### src/elastic_collision_velocity_top_assert.svh
// ----------------------------------------------------------------------------
// Assertion macros for the elastic collision velocity block
// Shared property forms, clocked on clk_i and disabled while rst_ni is low.
// ----------------------------------------------------------------------------
`ifndef ELASTIC_COLLISION_VELOCITY_TOP_ASSERT_SVH
`define ELASTIC_COLLISION_VELOCITY_TOP_ASSERT_SVH

// same-cycle implication
`define ECV_ASSERT_IMP(label, ante, cons, msg) \
  label: assert property (@(posedge clk_i) disable iff (!rst_ni) \
    (ante) |-> (cons)) else $error(msg);

// implication after a fixed number of cycles
`define ECV_ASSERT_DLY(label, ante, dly, cons, msg) \
  label: assert property (@(posedge clk_i) disable iff (!rst_ni) \
    (ante) |-> ##dly (cons)) else $error(msg);

`endif

### src/ecv_pkg.sv
// ----------------------------------------------------------------------------
// ecv_pkg
// Widths, payload types and limits for the elastic collision velocity block.
// ----------------------------------------------------------------------------
package ecv_pkg;

  localparam int VelW  = 16;            // signed Q8.8 velocity
  localparam int SizeW = 8;             // side length
  localparam int SqW   = 2 * SizeW;     // squared side (mass)
  localparam int TotW  = SqW + 1;       // mass sum, doubled mass
  localparam int NumW  = TotW + VelW;   // numerator magnitude
  localparam int QuoW  = VelW + 1;      // quotient magnitude, below 3 * 2^(VelW-1)

  localparam int FrontDepth = 5;
  localparam int Latency    = FrontDepth + QuoW + 1;

  localparam logic [QuoW-1:0] LimNeg = QuoW'(1) << (VelW - 1);
  localparam logic [QuoW-1:0] LimPos = LimNeg - QuoW'(1);

  localparam logic signed [VelW-1:0] VelMax = VelW'(LimPos);
  localparam logic signed [VelW-1:0] VelMin = VelW'(LimNeg);

  typedef struct packed {
    logic                    func;
    logic [SizeW-1:0]        size_a;
    logic [SizeW-1:0]        size_b;
    logic signed [VelW-1:0]  vel_a_x;
    logic signed [VelW-1:0]  vel_a_y;
    logic signed [VelW-1:0]  vel_b_x;
    logic signed [VelW-1:0]  vel_b_y;
  } ecv_in_t;

  typedef struct packed {
    logic signed [VelW-1:0]  new_vel_a;
    logic signed [VelW-1:0]  new_vel_b;
    logic                    clipped;
  } ecv_out_t;

  // divider work word for both bodies, sign-magnitude
  typedef struct packed {
    logic             neg_a;
    logic             neg_b;
    logic [NumW-1:0]  rem_a;
    logic [NumW-1:0]  rem_b;
    logic [QuoW-1:0]  quo_a;
    logic [QuoW-1:0]  quo_b;
    logic [TotW-1:0]  den;
  } ecv_div_t;

endpackage

### src/ecv_div.sv
// ----------------------------------------------------------------------------
// ecv_div
// Restoring divider for both numerators, one quotient bit per stage.
// ----------------------------------------------------------------------------
module ecv_div (
  input  logic              clk_i,
  input  logic              rst_ni,
  input  logic              valid_i,
  input  ecv_pkg::ecv_div_t work_i,
  output logic              valid_o,
  output ecv_pkg::ecv_div_t work_o
);
  import ecv_pkg::*;

  // one trial subtract of den shifted left by sh, result {qbit, rem}
  function automatic logic [NumW:0] div_step(logic [NumW-1:0] rem,
                                             logic [TotW-1:0] den,
                                             int unsigned     sh);
    logic [NumW-1:0] dsh;
    logic [NumW:0]   r;
    dsh = NumW'(den) << sh;
    if (rem >= dsh) begin
      r = {1'b1, rem - dsh};
    end else begin
      r = {1'b0, rem};
    end
    return r;
  endfunction

  logic     vld_q [QuoW];
  ecv_div_t wk_q  [QuoW];

  for (genvar k = 0; k < QuoW; k++) begin : g_step
    localparam int unsigned Sh = QuoW - 1 - k;
    logic          in_v;
    ecv_div_t      in_w, out_w;
    logic [NumW:0] st_a, st_b;

    if (k == 0) begin : g_first
      assign in_v = valid_i;
      assign in_w = work_i;
    end else begin : g_next
      assign in_v = vld_q[k-1];
      assign in_w = wk_q[k-1];
    end

    assign st_a = div_step(in_w.rem_a, in_w.den, Sh);
    assign st_b = div_step(in_w.rem_b, in_w.den, Sh);

    always_comb begin
      out_w           = in_w;
      out_w.rem_a     = st_a[NumW-1:0];
      out_w.rem_b     = st_b[NumW-1:0];
      out_w.quo_a[Sh] = st_a[NumW];
      out_w.quo_b[Sh] = st_b[NumW];
    end

    always_ff @(posedge clk_i or negedge rst_ni) begin
      if (!rst_ni) begin
        vld_q[k] <= 1'b0;
      end else begin
        vld_q[k] <= in_v;
      end
    end

    always_ff @(posedge clk_i) begin
      wk_q[k] <= out_w;
    end
  end

  assign valid_o = vld_q[QuoW-1];
  assign work_o  = wk_q[QuoW-1];

endmodule

### config.mk
export PLATFORM = sky130hd
export DESIGN_NAME = ecv_div
export DESIGN_NICKNAME = d
export VERILOG_FILES = /design/src/elastic_collision_velocity_top_assert.svh /design/src/ecv_pkg.sv /design/src/ecv_div.sv
export SDC_FILE = /design/constraint.sdc
export NUM_CORES = 2
export LEC_CHECK = 0
export BUFFER_PORTS_ARGS = -buffer_cell sky130_fd_sc_hd__buf_2
export CORE_MARGIN = 4
export CORE_UTILIZATION = 40
export CTS_CLUSTER_DIAMETER = 200
export DETAILED_ROUTE_END_ITERATION = 8
export GPL_ROUTABILITY_DRIVEN = 1
export GPL_TIMING_DRIVEN = 1
export RECOVER_POWER = 25
export SYNTH_ARGS = -nofsm -noshare
export SYNTH_HDL_FRONTEND = slang
export SYNTH_SLANG_ARGS = --single-unit
### constraint.sdc
create_clock -name clk_i -period 4.2 [get_ports clk_i]
set_input_delay 0.42 -clock clk_i [delete_from_list [all_inputs] [get_ports clk_i]]
set_output_delay 0.42 -clock clk_i [all_outputs]
set_load 0.05 [all_outputs]
==> key figures <==
Status
  – Status: completed

Worst setup path
  – Capture instance of the worst register-to-register path: wk_q[0][662]
  – Startpoint of the lowest-slack register-to-register path: wk_q[0][476]
  – Start-to-end type of the worst setup path: flip-flop to flip-flop
  – Worst-case reg-to-reg path depth: 11
  – Maximum fanout along the worst path: 13
  – Worst Path Arrival: approximately 4.4 ns
  – WP data required: 4.91 ns
  – Element type at the critical path start: flip-flop
  – Reg2reg setup slack: ~0.47 ns
  – Crit. End Element: flip-flop

Synth
  – Mapped cell area: between 70000 and 80000 µm²
  – Yosys reg bits: around 1800
  – Post-Synthesis Cells: 8026
  – Prevailing post-synth register cell: sky130_fd_sc_hd__dfxtp_1
  – Most used standard cells in the synthesized netlist: 1751 x sky130_fd_sc_hd__dfxtp_1, 578 x sky130_fd_sc_hd__ha_1, 548 x sky130_fd_sc_hd__nand2_1
  – Number of synthesized flops with an enable pin: 0
  – Unique masters post-synth: 92
  – Post-synthesis cell type with the largest combined area: sky130_fd_sc_hd__dfxtp_1
  – Sequential share of the synthesized area: 0.4578
  – Yosys warning count: 0
  – Count leader, synth: sky130_fd_sc_hd__dfxtp_1
  – Async set-reset flop share out of synthesis: 0.009615
  – Synthesized Nets: a little under 9000
  – Share of the synthesized area in the top cell type: 0.4523
  – Leading cell types by total area after synthesis: sky130_fd_sc_hd__dfxtp_1 45%, sky130_fd_sc_hd__ha_1 9.3%, sky130_fd_sc_hd__xnor2_1 4.2%
  – Synthesized area per cell: ~9.7 µm²

Floorplan
  – Starting utilization of the core area: 0.4025
  – I/O pin cnt: 242
  – Chip width: 448.2 µm
  – Die area: 200900 µm²
  – Floorplan row count: around 160
  – Die height: about 450 µm
  – Core footprint: around 190000 µm²

Worst hold path
  – Hold path startpoint: work_i[86]
  – Min-delay worst type: input pin to flip-flop
  – Worst hold path depth: 2
  – Worst Hold Path EP: wk_q[0][86]

Timing
  – Setup violators final: 0
  – RSZ-0062 raised after global routing: false
  – Slew @ Worst Pin: approximately 1.2 ns
  – Clk_skew: 0.03547 ns
  – Max-slew violations: 0
  – Setup TNS: 0 ns
  – F_max: about 270 MHz
  – Post-layout min period: around 3.7 ns
  – Hold violation total from the final report: 0
  – Part of the cycle the worst path needs: 0.8881
  – Worst slew margin: 0.2247

Run
  – Number of maximum-capacitance violations: 0

Place
  – Placer Congestion: just over 0.9
  – DP HPWL: 176200 µm
  – Number of placed cells counting well taps: 10652
  – Count of port buffers added during placement: 207

Layout
  – Final layout net count: a little over 9000
  – Area of the multi-input gates: just under 40000 µm²
  – Sequential cell area: approximately 35000 µm²
  – Post-Layout Cell Count: roughly 11000
  – Number of fillers in the final layout: between 15000 and 20000
  – Area added between synthesis and finish: 14.83%
  – Final standard cell utilization of the core: 0.4621
  – Fraction of final layout cells with drive strength greater than 1: 0.1003

CTS
  – CTS tree: done
  – Number of buffers created by CTS: approximately 190
  – H-tree levels: 4
  – Resize count post-CTS: 0
  – Skew-Pair Late Insertion Delay: 0.83 ns
  – Clock tree buffer depth: 3
  – CTS clk-pin slew, worst paths: 0.06 ns
  – Clock tree root driver cell: sky130_fd_sc_hd__clkbuf_16
  – Sink count of the clock tree: around 1800

Power and ir drop
  – P per Cell Area: ~840 nW/µm²
  – Highest ir drop seen on vdd: 0.4479 mV
  – Leakage Power: 38.02 nW

GRT
  – Wire length of the first global-routing pass: around 330000 µm
  – Routing usage on met3: 0.03080
  – Number of global-route vias before repair: approximately 58000
  – Remaining global-route overflow: 0
  – Antenna violations before repair: 4
  – Maximum number of pins on one net before global-route repair: 43
  – Grt met1 use: 0.2551
  – Met2 Usage GRT: 0.3722
  – Total GRT Usage: 0.2136
  – Most crowded layer after global routing: met2

Detailed routing
  – Total via count in the routed design: 58357
  – Pre-Repair DR Iteration Count: 6
  – WL final: 219600 µm
  – Average vias per placed instance: 5.262
  – DRC: 0
  – Routed length per placed instance: a little under 20 µm
  – Number of DRC markers in iteration 0: about 3700
  – Count of antenna-violating nets left after detailed routing: 0
registers in the layout (all words and copies together) (netlist names):
signal and count:
wk_q 1751, valid_o 1, g_step.in_v 16
how the worst max path moves through the flow:
| stage | from | end | slack [ns] | cells after the start |
|---|---|---|---|---|
| after floorplan | wk_q[0][1666] | wk_q[0][1879] | 0.99 | 13 |
| after global placement | wk_q[0][476] | wk_q[0][665] | 0.61 | 11 |
| after detailed placement | wk_q[0][476] | wk_q[0][662] | 0.55 | 11 |
| after CTS | wk_q[0][476] | wk_q[0][662] | 0.50 | 11 |
| after global routing | wk_q[0][358] | wk_q[0][586] | 0.20 | 9 |
| final | wk_q[0][476] | wk_q[0][662] | 0.47 | 11 |
routing by layer:
layer / wire length (µm) / vias to the layer above / part of all wire
met5: 0 / - / 0
met4: 12500 / 0 / 0.057
met3: 9493 / 428 / 0.043
met2: 104800 / 1410 / 0.48
met1: 92720 / 27298 / 0.42
li1: - / 29221 / -
area by class of cell:
class | count | area share
antenna | 2 | 0.00005624
clock buffer | 246 | 0.05936
inverter | 487 | 0.02054
multi-input combinational | 5606 | 0.4447
clock inverter | 102 | 0.01482
timing repair buffer | 354 | 0.02640
sequential | 1768 | 0.3986
tap | 2526 | 0.03551
timing repair:
action                    in CTS  in global routing
buffers inserted               0                  0
hold buffers                  89                  0
hold endpoints to repair     103                  0
stage by stage:
stage / instance area (µm²) / hold WS, ns / setup slack [ns] / power (mW)
floorplan: 77510 / 0.1244 / 0.9899 / 49.09
global placement: 81550 / 0.3096 / 0.6092 / 57.17
detailed placement: 81550 / 0.3121 / 0.5500 / 57.41
CTS: 89040 / 0.1543 / 0.5041 / 75.12
global route: 88990 / 0.1897 / 0.1965 / 79.88
finish: 89000 / 0.2316 / 0.4699 / 74.74
worst max-delay path, stage by stage (launching register included):
cell                       delay [ns]
sky130_fd_sc_hd__dfxtp_1         0.35
sky130_fd_sc_hd__ha_1            0.24
sky130_fd_sc_hd__fa_1            0.40
sky130_fd_sc_hd__nand2b_1        0.18
sky130_fd_sc_hd__a21oi_1         0.24
sky130_fd_sc_hd__o21a_1          0.16
sky130_fd_sc_hd__o311ai_0        0.19
sky130_fd_sc_hd__o211ai_1        0.44
sky130_fd_sc_hd__a31oi_1         0.32
sky130_fd_sc_hd__or2_1           0.41
sky130_fd_sc_hd__inv_2           0.30
sky130_fd_sc_hd__mux2_2          0.38
logic make-up after synthesis:
family,synth area share
XOR/XNOR,0.07582
AO/OA/AOI/OAI,0.1520
adder cells (fa/ha/maj),0.1021
buffers and inverters,0.03243
flip-flops,0.4578
multiplexers,0.03087
AND/OR/NAND/NOR,0.1491
layout by cell type (no fill, tap or decap), types with 188 or more instances in the layout:
cell type	synthesis	routed
sky130_fd_sc_hd__ha_1	578	578
sky130_fd_sc_hd__xor2_1	301	301
sky130_fd_sc_hd__dfxtp_1	1751	1751
sky130_fd_sc_hd__nand2_1	548	548
sky130_fd_sc_hd__a21oi_1	494	494
sky130_fd_sc_hd__clkbuf_16	0	188
sky130_fd_sc_hd__nor2_1	536	536
sky130_fd_sc_hd__a21o_1	199	199
sky130_fd_sc_hd__inv_1	482	482
sky130_fd_sc_hd__xnor2_1	370	370
sky130_fd_sc_hd__o21ai_0	452	451
where the power goes:
| group | total, mW | switching [mW] | internal, mW |
|---|---|---|---|
| sequential | 26.1 | 3.91 | 22.2 |
| clock | 17.2 | 7.03 | 10.2 |
| combinational | 31.4 | 17.7 | 13.7 |
Power figures use the tool's default switching activity.
