==> src/elastic_collision_velocity_top_assert.svh <==
// ----------------------------------------------------------------------------
// Assertion macros for the elastic collision velocity block
// Shared property forms, clocked on clk_i and disabled while rst_ni is low.
// ----------------------------------------------------------------------------
`ifndef ELASTIC_COLLISION_VELOCITY_TOP_ASSERT_SVH
`define ELASTIC_COLLISION_VELOCITY_TOP_ASSERT_SVH

// same-cycle implication
`define ECV_ASSERT_IMP(label, ante, cons, msg) \
  label: assert property (@(posedge clk_i) disable iff (!rst_ni) \
    (ante) |-> (cons)) else $error(msg);

// implication after a fixed number of cycles
`define ECV_ASSERT_DLY(label, ante, dly, cons, msg) \
  label: assert property (@(posedge clk_i) disable iff (!rst_ni) \
    (ante) |-> ##dly (cons)) else $error(msg);

`endif

==> src/ecv_pkg.sv <==
// ----------------------------------------------------------------------------
// ecv_pkg
// Widths, payload types and limits for the elastic collision velocity block.
// ----------------------------------------------------------------------------
package ecv_pkg;

  localparam int VelW  = 16;            // signed Q8.8 velocity
  localparam int SizeW = 8;             // side length
  localparam int SqW   = 2 * SizeW;     // squared side (mass)
  localparam int TotW  = SqW + 1;       // mass sum, doubled mass
  localparam int NumW  = TotW + VelW;   // numerator magnitude
  localparam int QuoW  = VelW + 1;      // quotient magnitude, below 3 * 2^(VelW-1)

  localparam int FrontDepth = 5;
  localparam int Latency    = FrontDepth + QuoW + 1;

  localparam logic [QuoW-1:0] LimNeg = QuoW'(1) << (VelW - 1);
  localparam logic [QuoW-1:0] LimPos = LimNeg - QuoW'(1);

  localparam logic signed [VelW-1:0] VelMax = VelW'(LimPos);
  localparam logic signed [VelW-1:0] VelMin = VelW'(LimNeg);

  typedef struct packed {
    logic                    func;
    logic [SizeW-1:0]        size_a;
    logic [SizeW-1:0]        size_b;
    logic signed [VelW-1:0]  vel_a_x;
    logic signed [VelW-1:0]  vel_a_y;
    logic signed [VelW-1:0]  vel_b_x;
    logic signed [VelW-1:0]  vel_b_y;
  } ecv_in_t;

  typedef struct packed {
    logic signed [VelW-1:0]  new_vel_a;
    logic signed [VelW-1:0]  new_vel_b;
    logic                    clipped;
  } ecv_out_t;

  // divider work word for both bodies, sign-magnitude
  typedef struct packed {
    logic             neg_a;
    logic             neg_b;
    logic [NumW-1:0]  rem_a;
    logic [NumW-1:0]  rem_b;
    logic [QuoW-1:0]  quo_a;
    logic [QuoW-1:0]  quo_b;
    logic [TotW-1:0]  den;
  } ecv_div_t;

endpackage

==> src/ecv_front.sv <==
// ----------------------------------------------------------------------------
// ecv_front
// Axis select, masses, weighted terms and signed numerators in five stages.
// ----------------------------------------------------------------------------
module ecv_front (
  input  logic              clk_i,
  input  logic              rst_ni,
  input  logic              valid_i,
  input  ecv_pkg::ecv_in_t  item_i,
  output logic              valid_o,
  output ecv_pkg::ecv_div_t div_o
);
  import ecv_pkg::*;

  // sign-magnitude sum of two terms, result {neg, mag}
  function automatic logic [NumW:0] combine(logic n1, logic [NumW-1:0] m1,
                                            logic n2, logic [NumW-1:0] m2);
    logic [NumW:0] r;
    if (n1 == n2) begin
      r = {n1, m1 + m2};
    end else if (m1 >= m2) begin
      r = {n1, m1 - m2};
    end else begin
      r = {n2, m2 - m1};
    end
    return r;
  endfunction

  logic v1_q, v2_q, v3_q, v4_q, v5_q;

  // stage 1: axis select
  logic [SizeW-1:0] a1_q, b1_q;
  logic [VelW-1:0]  ua1_q, ub1_q;

  // stage 2: squares
  logic [SqW-1:0]   sa2_q, sb2_q, sa2_d, sb2_d;
  logic [VelW-1:0]  ua2_q, ub2_q;

  // stage 3: sums, differences, magnitudes
  logic [TotW-1:0]  tot3_q, twa3_q, twb3_q, tot3_d;
  logic [SqW-1:0]   dmag3_q, dmag3_d;
  logic             dneg3_q, dneg3_d;
  logic [VelW-1:0]  mua3_q, mub3_q, mua3_d, mub3_d;
  logic             nua3_q, nub3_q;

  // stage 4: products
  logic [NumW-1:0]  p1a4_q, p2a4_q, p1b4_q, p2b4_q;
  logic [NumW-1:0]  p1a4_d, p2a4_d, p1b4_d, p2b4_d;
  logic             n1a4_q, n2a4_q, n1b4_q, n2b4_q;
  logic             zero4_q;
  logic [TotW-1:0]  tot4_q;
  logic [VelW-1:0]  mua4_q, mub4_q;
  logic             nua4_q, nub4_q;

  // stage 5: numerators
  ecv_div_t         div5_q, div5_d;
  logic [NumW:0]    num_a, num_b;

  assign sa2_d = SqW'(a1_q) * SqW'(a1_q);
  assign sb2_d = SqW'(b1_q) * SqW'(b1_q);

  assign tot3_d  = TotW'(sa2_q) + TotW'(sb2_q);
  assign dneg3_d = sa2_q < sb2_q;
  assign dmag3_d = dneg3_d ? (sb2_q - sa2_q) : (sa2_q - sb2_q);
  assign mua3_d  = ua2_q[VelW-1] ? VelW'(~ua2_q + VelW'(1)) : ua2_q;
  assign mub3_d  = ub2_q[VelW-1] ? VelW'(~ub2_q + VelW'(1)) : ub2_q;

  assign p1a4_d = NumW'(dmag3_q) * NumW'(mua3_q);
  assign p2a4_d = NumW'(twb3_q)  * NumW'(mub3_q);
  assign p1b4_d = NumW'(twa3_q)  * NumW'(mua3_q);
  assign p2b4_d = NumW'(dmag3_q) * NumW'(mub3_q);

  assign num_a = combine(n1a4_q, p1a4_q, n2a4_q, p2a4_q);
  assign num_b = combine(n1b4_q, p1b4_q, n2b4_q, p2b4_q);

  always_comb begin
    div5_d       = '0;
    if (zero4_q) begin
      // both bodies massless: divide by one to pass velocities through
      div5_d.den   = TotW'(1);
      div5_d.rem_a = NumW'(mua4_q);
      div5_d.rem_b = NumW'(mub4_q);
      div5_d.neg_a = nua4_q;
      div5_d.neg_b = nub4_q;
    end else begin
      div5_d.den   = tot4_q;
      div5_d.rem_a = num_a[NumW-1:0];
      div5_d.rem_b = num_b[NumW-1:0];
      div5_d.neg_a = num_a[NumW];
      div5_d.neg_b = num_b[NumW];
    end
  end

  always_ff @(posedge clk_i or negedge rst_ni) begin
    if (!rst_ni) begin
      v1_q <= 1'b0;
      v2_q <= 1'b0;
      v3_q <= 1'b0;
      v4_q <= 1'b0;
      v5_q <= 1'b0;
    end else begin
      v1_q <= valid_i;
      v2_q <= v1_q;
      v3_q <= v2_q;
      v4_q <= v3_q;
      v5_q <= v4_q;
    end
  end

  always_ff @(posedge clk_i) begin
    a1_q    <= item_i.size_a;
    b1_q    <= item_i.size_b;
    ua1_q   <= item_i.func ? item_i.vel_a_y : item_i.vel_a_x;
    ub1_q   <= item_i.func ? item_i.vel_b_y : item_i.vel_b_x;

    sa2_q   <= sa2_d;
    sb2_q   <= sb2_d;
    ua2_q   <= ua1_q;
    ub2_q   <= ub1_q;

    tot3_q  <= tot3_d;
    twa3_q  <= {sa2_q, 1'b0};
    twb3_q  <= {sb2_q, 1'b0};
    dmag3_q <= dmag3_d;
    dneg3_q <= dneg3_d;
    mua3_q  <= mua3_d;
    mub3_q  <= mub3_d;
    nua3_q  <= ua2_q[VelW-1];
    nub3_q  <= ub2_q[VelW-1];

    p1a4_q  <= p1a4_d;
    p2a4_q  <= p2a4_d;
    p1b4_q  <= p1b4_d;
    p2b4_q  <= p2b4_d;
    n1a4_q  <= dneg3_q ^ nua3_q;
    n2a4_q  <= nub3_q;
    n1b4_q  <= nua3_q;
    n2b4_q  <= (!dneg3_q && (dmag3_q != '0)) ^ nub3_q;
    zero4_q <= (tot3_q == '0);
    tot4_q  <= tot3_q;
    mua4_q  <= mua3_q;
    mub4_q  <= mub3_q;
    nua4_q  <= nua3_q;
    nub4_q  <= nub3_q;

    div5_q  <= div5_d;
  end

  assign valid_o = v5_q;
  assign div_o   = div5_q;

endmodule

==> config.mk <==
export PLATFORM = sky130hd
export DESIGN_NAME = ecv_front
export DESIGN_NICKNAME = d
export VERILOG_FILES = /design/src/elastic_collision_velocity_top_assert.svh /design/src/ecv_pkg.sv /design/src/ecv_front.sv
export SDC_FILE = /design/constraint.sdc
export NUM_CORES = 2
export LEC_CHECK = 0
export BUFFER_PORTS_ARGS = -buffer_cell sky130_fd_sc_hd__buf_2
export CAP_MARGIN = 20
export CORE_MARGIN = 1
export CORE_UTILIZATION = 52
export DETAILED_ROUTE_END_ITERATION = 10
export GPL_ROUTABILITY_DRIVEN = 0
export PLACE_DENSITY = 0.71
export SLEW_MARGIN = 10
export SYNTH_ARGS = -nofsm -noshare
export SYNTH_HDL_FRONTEND = slang
export SYNTH_SLANG_ARGS = --single-unit
==> constraint.sdc <==
create_clock -name clk_i -period 5.61 [get_ports clk_i]
set_input_delay 1.122 -clock clk_i [delete_from_list [all_inputs] [get_ports clk_i]]
set_output_delay 1.122 -clock clk_i [all_outputs]
set_load 0.005 [all_outputs]
==> flow_metrics.py <==
metrics = {
    "worst_setup_path": {
        "worstPathArrival_ns": 6.56,
        "cp_slowest_stage_delay_ns": 0.57,
        "cp_common_cell": "inv_2",
        "worstPathCellList": "buf_8 > and2_4 > fa_1 > inv_2 > fa_2 > fa_2 > inv_2 > fa_2 > fa_1 > inv_2 > fa_1 > inv_2 > ha_4 > o211ai_1 > nor2_2 > a21oi_2 > nand2_1 > o221ai_2 > o21ai_2 > a31o_2 > a221o_1 > a21oi_2 > xnor2_1",
        "path_class": "register to register",
        "required_ns": 6.19,
        "path_buf_inv": 5,
        "start_kind": "register",
        "cp_top_family": "adder cells",
        "cp_max_fo": 8,
        "crit_slowest_cell": "fa_2",
        "cp-end-kind": "register",
    },
    "cells_and_area": {
        "mostFrequentLayoutCells": "inv_1 (1167), fa_1 (788), nand2_1 (713)",
        "nFillCells": 9439,
        "layout.nets": 8975,
        "final_common_cell": "inv_1",
        "area_growth_pct": 17.39,
        "stdcell_count": 8914,
        "drive_gt1_share_pct": 17.54,
        "design_area_mm2": 0.07060,
    },
    "synth": {
        "ys_seq_area_share_pct": 15.99,
        "avgSynthCellArea_um2": 8.784,
        "yosys.area.top_type": "fa_1",
        "syn_inst": 6847,
        "synth_warnings": 0,
        "async_flop_share_pct": 1.044,
        "ys_seq_elements": 479,
        "synth.area.top_cells": "fa_1 (27%), dfxtp_1 (16%), ha_1 (15%), inv_1 (7.6%), and2_1 (5.4%)",
        "synth_flop_cell": "dfxtp_1",
        "ys_types": 93,
        "synth_edf_count": 0,
        "yosys.area.top_type_share_pct": 27.29,
        "syn_area_mm2": 0.06015,
    },
    "routing": {
        "drc_errors": 60,
        "wl_per_cell_um": 19.19,
        "first_pass_iters": 9,
        "totalWireLength_um": 171000,
        "drtIter0Drc": 4108,
        "ant_nets": 0,
        "dr_total_vias": 49334,
        "avgViaCountPerCell": 5.534,
    },
    "grt": {
        "grt_overflow": 0,
        "antenna_found_initial": 1,
        "grtUsageTotal_pct": 28.91,
        "grt_max_degree": 77,
        "grt_pass1_wl_um": 268500,
        "grt_pass1_vias": 49633,
    },
    "die": {
        "die_area_mm2": 0.1170,
        "core_mm2": 0.1145,
        "initial_utilization_pct": 52.53,
        "ios": 204,
        "dieWidth_um": 342.1,
        "rows": 124,
        "die_h_um": 342.1,
    },
    "clock_tree": {
        "cts_buffers": 56,
        "htree_levels": 2,
        "clkSlewWorstSetupHoldPaths_ns": 0.08,
        "cts_sinks": 479,
        "clockBufferDepth": 3,
        "clock_latency_ns": 0.70,
        "root_buffer": "clkbuf_16",
        "postCtsHoldBufs": 0,
        "cts_tree": "yes",
    },
    "sta": {
        "drv_slew": 0,
        "finalSetupViolCount": 44,
        "tightest_slew_ns": 1.033,
        "fin_crit_sh_pct": 106.6,
        "fin_ws_ns": -0.3690,
        "hold_violations": 0,
        "holdWs_ns": 0.2782,
        "slew_headroom_pct": 30.21,
        "fin_crit_ns": 5.979,
        "skew_ns": 0.05963,
        "fmax_mhz": 167.3,
        "rsz0062_at_grt": "true",
    },
    "hold_path": {
        "hold_class": "input pin to asynchronous set/reset pin",
    },
    "place": {
        "placedCellCount": 8711,
        "hpwl_um": 132600,
        "portBuffers": 169,
        "post_dp_cell_area_mm2": 0.06582,
    },
    "run_status": {
        "violations": "design-rule violations, negative setup slack",
        "status": "finished with violations",
    },
    "job": {
        "drv_cap": 0,
    },
}
==> metrics by stage <==
stage / util [%] / worst slack [ns] / setup TNS [ns]
6_report: 61.66 / -0.3690 / -7.037
5_1_grt: 61.66 / -0.5648 / -15.69
4_1_cts: 60.83 / -0.2430 / -4.039
3_5_place_dp: 57.48 / -0.4075 / -11.50
3_3_place_gp: 57.48 / -0.2801 / -6.308
2_1_floorplan: - / -0.06758 / -0.1318
==> synth_stat cells (21+ instances only) <==
master	number
o21a_1	45
a211oi_1	40
nor2_1	268
mux2_2	50
o31ai_1	21
o21ai_0	211
dfxtp_1	474
a21oi_1	318
clkbuf_1	253
fa_1	820
buf_2	28
a21o_1	108
xor2_1	86
nor4_1	31
xnor2_1	161
o21bai_1	51
and2_1	520
inv_1	1217
mux2i_1	33
nand4_1	43
a31oi_1	37
o211ai_1	23
nor3_1	75
or3_1	29
nand2b_1	52
nor2b_1	57
nand2_1	731
buf_4	40
nand3_1	50
ha_1	715
==> cells by family after synthesis <==
logic type	after synthesis	share of synthesized area (%)
simple gates	1927	15.74
buf+inv	1552	10.03
fa+ha+maj	1535	42.17
compound gates	1019	10.92
flops	479	15.99
xor+xnor	247	3.597
mux	86	1.548
other cells	2	0.01249
==> final cells by class <==
| type | instances | area, µm² | share of cell area [%] |
|---|---|---|---|
| inverter | 1218 | 4572 | 6.475 |
| clock inverter | 36 | 382.9 | 0.5423 |
| multi-input combinational | 4869 | 46530 | 65.90 |
| timing repair buffer | 732 | 6022 | 8.529 |
| clock buffer | 67 | 1473 | 2.086 |
| antenna | 1 | 2.502 | 0.003544 |
| tap | 1512 | 1892 | 2.679 |
| sequential | 479 | 9733 | 13.79 |
==> worst register-to-register path: cells and delay by family, from the launching register on <==
kind	cells	cell delay, ns
buffers and inverters	5	0.39
DFF	1	0.40
adders and majority gates	7	3.24
and+or+nand+nor	3	0.37
xor gates and xnor gates	1	0.14
AOI/OAI and AO/OA	7	1.33
==> metal layers <==
metal	track usage, %	wire length, µm
met2	45.27	76220
met5	0	0
met3	5.570	16280
met4	9.468	6217
met1	40.10	72310
==> state kept, by name, indices dropped and copies added, names as in the netlist, 17 cells and up <==
| register | count |
|---|---|
| tot4_q | 17 |
| div_o | 85 |
| p2b4_q | 32 |
| p2a4_q | 32 |
| p1b4_q | 32 |
| p1a4_q | 32 |
==> worst paths after layout <==
check	from	end	slack, ns	cells past startpoint
hold reg to reg	ua1_q[4]	ua2_q[4]	0.32	0
min in group clk_i	ua1_q[4]	ua2_q[4]	0.32	0
setup reg to reg	mua3_q[4]	p1a4_q[31]	-0.37	23
hold / removal	rst_ni	v3_q	0.28	1
max in group asynchronous	rst_ni	valid_o	5.21	1
setup / recovery	mua3_q[4]	p1a4_q[31]	-0.37	23
==> what timing repair did <==
item                                    4_1_cts  5_1_grt
pin swaps                                   206      169
buffers inserted                             86       34
cloned                                        8        2
gates resized for setup                     305      215
endpoints found under the setup margin       48       67
Power is left out: the tool's default activity adds up to more than one toggle a clock period on the data nets, which glitch-free logic cannot reach.
