File: src/elastic_collision_velocity_top_assert.svh
// ----------------------------------------------------------------------------
// Assertion macros for the elastic collision velocity block
// Shared property forms, clocked on clk_i and disabled while rst_ni is low.
// ----------------------------------------------------------------------------
`ifndef ELASTIC_COLLISION_VELOCITY_TOP_ASSERT_SVH
`define ELASTIC_COLLISION_VELOCITY_TOP_ASSERT_SVH

// same-cycle implication
`define ECV_ASSERT_IMP(label, ante, cons, msg) \
  label: assert property (@(posedge clk_i) disable iff (!rst_ni) \
    (ante) |-> (cons)) else $error(msg);

// implication after a fixed number of cycles
`define ECV_ASSERT_DLY(label, ante, dly, cons, msg) \
  label: assert property (@(posedge clk_i) disable iff (!rst_ni) \
    (ante) |-> ##dly (cons)) else $error(msg);

`endif

File: src/ecv_pkg.sv
// ----------------------------------------------------------------------------
// ecv_pkg
// Widths, payload types and limits for the elastic collision velocity block.
// ----------------------------------------------------------------------------
package ecv_pkg;

  localparam int VelW  = 16;            // signed Q8.8 velocity
  localparam int SizeW = 8;             // side length
  localparam int SqW   = 2 * SizeW;     // squared side (mass)
  localparam int TotW  = SqW + 1;       // mass sum, doubled mass
  localparam int NumW  = TotW + VelW;   // numerator magnitude
  localparam int QuoW  = VelW + 1;      // quotient magnitude, below 3 * 2^(VelW-1)

  localparam int FrontDepth = 5;
  localparam int Latency    = FrontDepth + QuoW + 1;

  localparam logic [QuoW-1:0] LimNeg = QuoW'(1) << (VelW - 1);
  localparam logic [QuoW-1:0] LimPos = LimNeg - QuoW'(1);

  localparam logic signed [VelW-1:0] VelMax = VelW'(LimPos);
  localparam logic signed [VelW-1:0] VelMin = VelW'(LimNeg);

  typedef struct packed {
    logic                    func;
    logic [SizeW-1:0]        size_a;
    logic [SizeW-1:0]        size_b;
    logic signed [VelW-1:0]  vel_a_x;
    logic signed [VelW-1:0]  vel_a_y;
    logic signed [VelW-1:0]  vel_b_x;
    logic signed [VelW-1:0]  vel_b_y;
  } ecv_in_t;

  typedef struct packed {
    logic signed [VelW-1:0]  new_vel_a;
    logic signed [VelW-1:0]  new_vel_b;
    logic                    clipped;
  } ecv_out_t;

  // divider work word for both bodies, sign-magnitude
  typedef struct packed {
    logic             neg_a;
    logic             neg_b;
    logic [NumW-1:0]  rem_a;
    logic [NumW-1:0]  rem_b;
    logic [QuoW-1:0]  quo_a;
    logic [QuoW-1:0]  quo_b;
    logic [TotW-1:0]  den;
  } ecv_div_t;

endpackage

File: src/ecv_sat.sv
// ----------------------------------------------------------------------------
// ecv_sat
// Sign restore, saturation and the result register.
// ----------------------------------------------------------------------------
module ecv_sat (
  input  logic              clk_i,
  input  logic              rst_ni,
  input  logic              valid_i,
  input  ecv_pkg::ecv_div_t work_i,
  output logic              done_o,
  output ecv_pkg::ecv_out_t result_o
);
  import ecv_pkg::*;

  // {clip, value}
  function automatic logic [VelW:0] sat(logic neg, logic [QuoW-1:0] q);
    logic [VelW:0] r;
    if (neg) begin
      if (q > LimNeg) begin
        r = {1'b1, VelMin};
      end else begin
        r = {1'b0, VelW'(~q + QuoW'(1))};
      end
    end else begin
      if (q > LimPos) begin
        r = {1'b1, VelMax};
      end else begin
        r = {1'b0, q[VelW-1:0]};
      end
    end
    return r;
  endfunction

  logic [VelW:0] sat_a, sat_b;
  ecv_out_t      res_d, res_q;
  logic          done_q;

  assign sat_a = sat(work_i.neg_a, work_i.quo_a);
  assign sat_b = sat(work_i.neg_b, work_i.quo_b);

  always_comb begin
    res_d.new_vel_a = sat_a[VelW-1:0];
    res_d.new_vel_b = sat_b[VelW-1:0];
    res_d.clipped   = sat_a[VelW] | sat_b[VelW];
  end

  always_ff @(posedge clk_i or negedge rst_ni) begin
    if (!rst_ni) begin
      done_q <= 1'b0;
    end else begin
      done_q <= valid_i;
    end
  end

  always_ff @(posedge clk_i) begin
    res_q <= res_d;
  end

  assign done_o   = done_q;
  assign result_o = res_q;

endmodule

File: config.mk
export PLATFORM = sky130hd
export DESIGN_NAME = ecv_sat
export DESIGN_NICKNAME = d
export VERILOG_FILES = /design/src/elastic_collision_velocity_top_assert.svh /design/src/ecv_pkg.sv /design/src/ecv_sat.sv
export SDC_FILE = /design/constraint.sdc
export NUM_CORES = 1
export LEC_CHECK = 0
export ABC_AREA = 1
export ABC_CLOCK_PERIOD_IN_PS = 900
export BUFFER_PORTS_ARGS = -buffer_cell sky130_fd_sc_hd__buf_2
export CORE_MARGIN = 8
export CORE_UTILIZATION = 40
export CTS_BUF_LIST = sky130_fd_sc_hd__clkbuf_16
export CTS_CLUSTER_SIZE = 16
export DETAILED_ROUTE_END_ITERATION = 10
export PLACE_DENSITY = 0.87
export SLEW_MARGIN = 30
export SYNTH_ARGS = -nofsm -noshare
export SYNTH_HDL_FRONTEND = slang
export SYNTH_SLANG_ARGS = --single-unit
File: constraint.sdc
create_clock -name clk_i -period 0.9 [get_ports clk_i]
set_input_delay 0.18 -clock clk_i [delete_from_list [all_inputs] [get_ports clk_i]]
set_output_delay 0.18 -clock clk_i [all_outputs]
set_load 0.01 [all_outputs]
==> flow_summary.toml, run 1 <==
[outcome]
status = "finished with violations"
violations = "negative setup slack"

[route]
ant_nets = 0
dr_total_vias = 3012
drt_iter0_drc = 141
drtPass1Iterations = 4
remaining_drc_errors = 0
viasPerCell = 5.26
detail_route.wl_per_cell_um = 15.4
wirelength_mm = 8.80

[timing]
fmax_ghz = 0.922
fin_crit_sh = 1.20
fin_hold_ws_ns = 0.0106
rsz0062_at_grt = "true"
setup_viol = 30
fin_ws_ns = -0.184
relSlewSlack = 0.812
final-max-slew-violation-count = 0
hold_violations = 0
fin_crit_ns = 1.08
tightestPinTransition_ns = 0.282

[yosys]
ys_ff_latch = 34
syn_inst = 357
synth_edf_count = 0
synth_top_flop_cell = "dfxtp_1"
syn_nets = 483
ys_seq_area_frac = 0.307
async_flop_share = 0.0294
synthDistinctLibCells = 26
yosys_warnings = 0
avgSynthCellArea_um2 = 6.26
synthesis.area_mm2 = 0.00224

[setup_path]
critPathMaxFanout = 6
crit_cells = 10
max_stage_delay_ns = 0.25
path_buf_inv = 3
cp-end-kind = "flop"
cp_data_arrival_time_ns = 1.29
cp-endpoint = "result_o[5]"
cpMostUsedCell = "nand2_1"
cpMaxStageDelayCell = "o21ai_4"
path_cells = "buf_12 > ha_4 > inv_2 > nand2_1 > nor2_1 > nand2_1 > o21ai_4 > buf_6 > o21ai_2 > nand2_1"
cp.required_ns = 1.11
crit_start = "work_i[18]"
path_delay_family = "simple AND/OR/NAND/NOR gates"
critPathKind = "input port to flop"
critPathLaunchType = "input port"

[clocking]
cts.clk_slew.worst_paths_ns = 0.05
cts-buffers-inserted = 5
cts_tree = "built"
numClockSinks = 34
ctsHtreeMaxLevel = 2
root_buffer = "clkbuf_16"
clockBufferDepth = 2

[cells_and_area]
num-nets-final = 626
area_delta_synth_final_pct = 77.7
diodes = 0
layout-drive-gt1-share = 0.517

[place]
place.gp.congestion = 0.955
portBuffers = 72
hpwl_mm = 5.99
place_ws_ns = -0.531

[power]
comb_power_share = 0.299
intPower_mw = 3.27
swShare = 0.297
p_per_area_mw_per_mm2 = 1170
switchingPower_mw = 1.38
power.total_mw = 4.64
p_leak_nw = 1.93
vdd_ir_drop_max_uv = 702
seqPwrFrac = 0.358
clkPwrFrac = 0.343

[global_route]
antenna_found_initial = 0
grt_overflow_total = 0
grt_pass1_vias = 3013
grt_first_pass_wirelength_mm = 13.1
grt_usage = 0.189
grt_max_degree = 18

[min_path]
min_path_type = "input port to flop"

[flow_run]
maxCapViolCount = 0

[floorplanning]
initial_core_util = 0.411
die_w_um = 90.8
coreArea_mm2 = 0.00544
die_area_mm2 = 0.00824
io_pins = 156
die_h_um = 90.8
num_rows = 27
[layout make-up]
class / instances / area [µm²]
timing repair buffer: 144 / 1100
fill: 400 / 1470
clock buffer: 5 / 125
inverter: 37 / 184
tap: 72 / 90.1
clock inverter: 3 / 12.5
sequential: 34 / 694
multi-input combinational: 278 / 1760
[cell usage in the layout (no fill, tap or decap), types with 8 or more instances in the layout]
cell type / count
nand2_4: 8
o21ai_2: 23
nor2_4: 18
dfxtp_1: 26
buf_2: 54
nor2_2: 15
buf_4: 62
nor2_1: 23
nand3_1: 33
nand2_1: 97
nand2_2: 11
inv_1: 28
buf_6: 21
[cells by family (layout without fill, tap and decap cells)]
| family | after synthesis | after routing | synth area share |
|---|---|---|---|
| simple gates | 223 | 224 | 0.447 |
| buf+inv | 46 | 189 | 0.0890 |
| compound gates | 40 | 40 | 0.0963 |
| flops | 34 | 34 | 0.307 |
| xor+xnor | 10 | 10 | 0.0392 |
| fa+ha+maj | 4 | 4 | 0.0224 |
[how the worst min path moves through the flow]
stage,from,to,cells after the start
after detailed placement,rst_ni,done_o,1
after floorplan,rst_ni,done_o,0
after CTS,valid_i,done_o,1
final,valid_i,done_o,1
after global placement,rst_ni,done_o,1
after global routing,valid_i,done_o,1
[registers in the layout, indices dropped and copies added, names as in the netlist]
| signal | cells |
|---|---|
| done_o | 1 |
| result_o | 33 |
[power groups by stage]
stage | Clock, mW | Combinational (mW) | Sequential [mW]
finish | 1.59 | 1.39 | 1.66
global route | 1.68 | 1.49 | 1.67
CTS | 1.61 | 1.22 | 1.66
detailed placement | 0 | 1.10 | 1.68
global placement | 0 | 1.07 | 1.68
floorplan | 0 | 0.437 | 1.75
[per-layer routing]
metal / share of wire / up-vias / routed length [µm] / GRT usage
li1: - / 1426 / - / -
met2: 0.54 / 135 / 4710 / 0.356
met5: 0 / - / 0 / 0
met3: 0.064 / 32 / 564 / 0.0474
met1: 0.36 / 1419 / 3190 / 0.185
met4: 0.038 / 0 / 334 / 0.0971
[through the flow]
| step | cells | TNS [ns] | cell area [µm²] | utilization |
|---|---|---|---|---|
| after floorplan | 357 | -3.14 | 2390 | - |
| after global placement | 556 | -13.24 | 3280 | 0.602 |
| after detailed placement | 556 | -14.63 | 3280 | 0.602 |
| after CTS | 569 | -1.41 | 3660 | 0.674 |
| after global routing | 573 | -4.98 | 3970 | 0.730 |
| final | 573 | -3.26 | 3970 | 0.730 |
[cell usage after synthesis, types with 2 or more instances]
| master | n | area [µm²] |
|---|---|---|
| nor2_4 | 3 | 33.8 |
| nand4_1 | 6 | 37.5 |
| xor2_1 | 6 | 52.6 |
| nand2_2 | 6 | 37.5 |
| clkbuf_1 | 3 | 11.3 |
| nand3b_1 | 3 | 22.5 |
| o21ai_0 | 24 | 120 |
| xnor2_1 | 4 | 35.0 |
| buf_2 | 3 | 15.0 |
| nand3_1 | 38 | 190 |
| nand3_2 | 2 | 20.0 |
| dfxtp_1 | 33 | 661 |
| nor2_2 | 7 | 43.8 |
| inv_1 | 37 | 139 |
| nand2_1 | 109 | 409 |
| buf_6 | 3 | 33.8 |
| o21ai_1 | 11 | 55.1 |
| a21oi_1 | 3 | 15.0 |
| ha_1 | 4 | 50.1 |
| nor2_1 | 46 | 173 |
[timing repair]
action | in CTS | in global routing
setup endpoints to repair | 36 | 43
pin swaps | 21 | 36
gates resized for setup | 66 | 80
hold buffers | 1 | 0
buffers inserted | 3 | 4
endpoints found under the hold margin | 1 | 0
cloned | 1 | 0
(Power assumes the default switching activity.)
==> inputs of run 2 (changes only) <==
- PLACE_DENSITY: 0.87 -> 0.76
==> run 2 against run 1 <==
Effect of this change: the run ends with negative hold slack, negative setup slack left; non-clock buffer count up 14; setup slack better by 0.015 ns; hold slack worse by 0.013 ns; die area unchanged; flip-flop and latch count unchanged; sequential power about the same; maximum frequency up 1.4%; clock power up 5%; via count up 4.1%; cell count up 2.4%.
==> flow_summary.toml, run 2 (synthesis gave the netlist of run 1 again) <==
[floorplanning]
io_pins = 156
num_rows = 27
initial_core_util = 0.411
die_area_mm2 = 0.00824
die_w_um = 90.8
coreArea_mm2 = 0.00544
die_h_um = 90.8

[route]
drt_iter0_drc = 265
ant_nets = 0
wirelength_mm = 10.1
remaining_drc_errors = 0
drtPass1Iterations = 5
viasPerCell = 5.34
detail_route.wl_per_cell_um = 17.2
dr_total_vias = 3136

[power]
power.total_mw = 4.88
clkPwrFrac = 0.341
swShare = 0.312
switchingPower_mw = 1.53
p_per_area_mw_per_mm2 = 1130
vdd_ir_drop_max_uv = 968
comb_power_share = 0.315
seqPwrFrac = 0.344
p_leak_nw = 2.05
intPower_mw = 3.36

[timing]
fin_crit_ns = 1.07
fin_hold_ws_ns = -0.00223
fmax_ghz = 0.936
final-max-slew-violation-count = 0
relSlewSlack = 0.739
rsz0062_at_grt = "true"
tightestPinTransition_ns = 0.391
fin_crit_sh = 1.19
fin_ws_ns = -0.169
hold_violations = 1
setup_viol = 35

[place]
dpl.cell_count = 561
portBuffers = 72
place.gp.congestion = 0.931
hpwl_mm = 5.92

[cells_and_area]
area_delta_synth_final_pct = 93.1
largest_reg_flops = 33
diodes = 0
final_common_cell = "nand2_1"
layout-drive-gt1-share = 0.584
num-nets-final = 640
finalNonFillerCells = 587
mostFrequentLayoutCells = "nand2_1 (83), buf_4 (74), buf_2 (46)"
fin_util = 0.794

[clocking]
cts.clk_slew.worst_paths_ns = 0.06
cts_tree = "built"
root_buffer = "clkbuf_16"
numClockSinks = 34
ctsHtreeMaxLevel = 2
clockBufferDepth = 2
cts-buffers-inserted = 5

[global_route]
grt_overflow_total = 0
grt_usage = 0.190
grt_max_degree = 17
antenna_found_initial = 0
grt_pass1_vias = 2964
grt_first_pass_wirelength_mm = 13.1

[flow_run]
maxCapViolCount = 0

[setup_path]
path_delay_family = "buffers and inverters"
path_cells = "buf_2 > buf_4 > nand2_1 > nor2_1 > nand2_1 > o21ai_4 > buf_4 > buf_16 > o21ai_1 > nand2_1"
cp.required_ns = 1.08
critPathLaunchType = "input port"
critPathKind = "input port to flop"
path_buf_inv = 4
crit_start = "work_i[30]"
cpMaxStageDelayCell = "buf_4"
max_stage_delay_ns = 0.15
critPathMaxFanout = 5
cp-end-kind = "flop"
cpMostUsedCell = "nand2_1"
cp_data_arrival_time_ns = 1.25

[outcome]
status = "finished with violations"
violations = "negative hold slack, negative setup slack"

[min_path]
hold_path_startpoint = "valid_i"
min_path_type = "input port to flop"
## run 2: changes by cell type in the layout (fill, tap and decap cells not counted), moves of 9 or more
| cell | delta |
|---|---|
| nand3_1 | -11 |
| nand2_1 | -14 |
| buf_4 | +12 |
| o21ai_2 | -9 |
| nand2_2 | +13 |
| o21ai_1 | +10 |
| nand3_2 | +9 |
## run 2: final timing paths
kind	end	slack, ns	cells past startpoint
max	result_o[11]	-0.17	10
min	done_o	-0.002	1
max in group asynchronous	done_o	0.62	2
min in group asynchronous	done_o	0.19	2
## run 2: timing repair
| action | in CTS | in global routing |
|---|---|---|
| pin swaps | 15 | 50 |
| gates resized for setup | 65 | 132 |
| hold buffers | 1 | 0 |
| endpoints found under the hold margin | 1 | 0 |
| buffers inserted | 3 | 10 |
| setup endpoints to repair | 44 | 59 |
| gates cloned | 1 | 3 |
## run 2: metal layers
layer	routed length, µm	share of wire	global-route usage	vias to the layer above
met1	3550	0.35	0.205	1462
met4	413	0.041	0.0680	0
met5	0	0	0	-
met2	5390	0.53	0.346	187
li1	-	-	-	1444
met3	744	0.074	0.0482	43
## run 2: power by group through the flow
stage | clock (mW) | combinational (mW) | sequential (mW)
floorplan | 0 | 0.437 | 1.75
global placement | 0 | 1.10 | 1.69
detailed placement | 0 | 1.12 | 1.69
CTS | 1.64 | 1.24 | 1.67
global route | 1.74 | 1.64 | 1.69
finish | 1.67 | 1.54 | 1.68
## run 2: through the flow
stage	TNS [ns]	cell area (µm²)	hold slack (ns)	setup WS (ns)
after floorplan	-3.14	2390	-0.116	-0.127
after global placement	-12.93	3330	-0.0460	-0.428
after detailed placement	-13.78	3330	-0.0443	-0.465
after CTS	-2.13	3740	0.00305	-0.128
after global routing	-5.14	4320	-0.00172	-0.234
final	-3.45	4320	-0.00223	-0.169
## run 2: final cells by class
class / count / area, µm²
multi-input combinational: 278 / 1900
timing repair buffer: 158 / 1310
fill: 324 / 1120
sequential: 34 / 703
inverter: 37 / 176
clock buffer: 5 / 125
tap: 72 / 90.1
clock inverter: 3 / 12.5
==> inputs of run 3 (changes only) <==
- HOLD_SLACK_MARGIN: not set -> 0.02
==> run 3 against run 2 <==
Effect of this change: the flow finishes with violations (negative setup slack); first-iteration DRC count is 15% higher; core utilization up 0.18 points; sequential power is essentially flat; clock-buffer cell count unchanged; largest cell class unchanged; largest power group unchanged.
==> flow_summary.toml, run 3 (synthesis gave the netlist of run 1 again) <==
[flow_run]
maxCapViolCount = 0

[cells_and_area]
largest_reg_flops = 33
final_cell_area_mm2 = 0.00433
layout-drive-gt1-share = 0.583
num-nets-final = 641
mostFrequentLayoutCells = "nand2_1 (83), buf_4 (74), buf_2 (46)"
diodes = 0
final_common_cell = "nand2_1"
fin_util = 0.795
area_delta_synth_final_pct = 93.5

[global_route]
antenna_found_initial = 0
grt_usage = 0.190
grt_max_degree = 17
grt_first_pass_wirelength_mm = 13.1
grt_pass1_vias = 2967
grt_overflow_total = 0

[power]
p_leak_nw = 2.05
p_per_area_mw_per_mm2 = 1130
power.total_mw = 4.89
vdd_ir_drop_max_uv = 970

[floorplanning]
die_h_um = 90.8
die_area_mm2 = 0.00824
coreArea_mm2 = 0.00544
die_w_um = 90.8
initial_core_util = 0.411
num_rows = 27
io_pins = 156

[setup_path]
cp-end-kind = "flop"
critPathMaxFanout = 6
critPathLaunchType = "input port"
max_stage_delay_ns = 0.16
path_cells = "buf_12 > ha_4 > inv_2 > nand2_1 > nor2_1 > nand2_1 > o21ai_4 > buf_6 > buf_12 > o21ai_2 > nand2_1"
cpMostUsedCell = "nand2_1"
path_buf_inv = 4
cpMaxStageDelayCell = "o21ai_4"
cp.required_ns = 1.13
critPathKind = "input port to flop"
path_delay_family = "buffers and inverters"
cp_data_arrival_time_ns = 1.30

[place]
portBuffers = 72
placed_area_mm2 = 0.00333
hpwl_mm = 5.92
place.gp.congestion = 0.931
place_ws_ns = -0.465

[route]
viasPerCell = 5.34
detail_route.wl_per_cell_um = 17.1
drtPass1Iterations = 7
drt_iter0_drc = 304
ant_nets = 0
dr_total_vias = 3141
wirelength_mm = 10.1
remaining_drc_errors = 0

[timing]
setup_viol = 35
rsz0062_at_grt = "true"
fin_crit_sh = 1.19
tightestPinTransition_ns = 0.402
fmax_ghz = 0.936
fin_ws_ns = -0.168
hold_violations = 0
fin_hold_ws_ns = 0.175
fin_crit_ns = 1.07
final-max-slew-violation-count = 0
relSlewSlack = 0.732

[clocking]
numClockSinks = 34
ctsHtreeMaxLevel = 2
cts_tree = "built"
cts-buffers-inserted = 5
clockBufferDepth = 2
cts.clk_slew.worst_paths_ns = 0.06
root_buffer = "clkbuf_16"

[outcome]
violations = "negative setup slack"
status = "finished with violations"

[min_path]
min_path_type = "input port to flop"
-- run 3: cell count changes in the layout (fill, tap and decap cells not counted) --
cell           change
dlygate4sd3_1      +1
-- run 3: layer usage --
| layer | track usage | up-vias | routed length [µm] |
|---|---|---|---|
| li1 | - | 1449 | - |
| met1 | 0.205 | 1468 | 3570 |
| met2 | 0.346 | 181 | 5340 |
| met3 | 0.0482 | 43 | 735 |
| met4 | 0.0680 | 0 | 425 |
| met5 | 0 | - | 0 |
-- run 3: cell type report --
type | count | area [µm²]
inverters | 37 | 176
clock buffers | 5 | 125
repair buffers | 159 | 1320
flip-flops and latches | 34 | 703
fillers | 323 | 1110
clock inverters | 3 | 12.5
multi-input cells | 278 | 1900
well taps | 72 | 90.1
-- run 3: power by group --
part / switching [mW] / internal (mW) / total (mW) / leakage (nW)
Clock: 0.673 / 1.00 / 1.67 / 0.0724
Sequential: 0.0411 / 1.64 / 1.68 / 0.290
Combinational: 0.819 / 0.724 / 1.54 / 1.69
Total: 1.53 / 3.36 / 4.89 / 2.05
-- run 3: path summary, 6_finish.rpt --
| check | slack, ns | from | endpoint | cells after the start |
|---|---|---|---|---|
| max in group asynchronous | 0.63 | rst_ni | done_o | 2 |
| setup / recovery | -0.17 | work_i[18] | result_o[4] | 11 |
| hold / removal | 0.17 | work_i[23] | result_o[7] | 3 |
| min in group asynchronous | 0.19 | rst_ni | done_o | 2 |
-- run 3: stage by stage --
step | TNS [ns] | instances
after floorplan | -3.14 | 357
after global placement | -12.93 | 561
after detailed placement | -13.78 | 561
after CTS | -2.13 | 575
after global routing | -5.14 | 588
final | -3.41 | 588
-- run 3: timing repair --
item                                   CTS  global route
setup endpoints to repair               44            59
endpoints found under the hold margin    2             0
setup buffers                            3            10
pin swaps                               15            50
resized for setup                       65           132
hold buffers                             2             0
cloned                                   1             3
-- run 3: worst min-delay path, stage by stage --
cell and delay, ns:
buf_6 0.12, o21ai_2 0.07, nand2_1 0.06
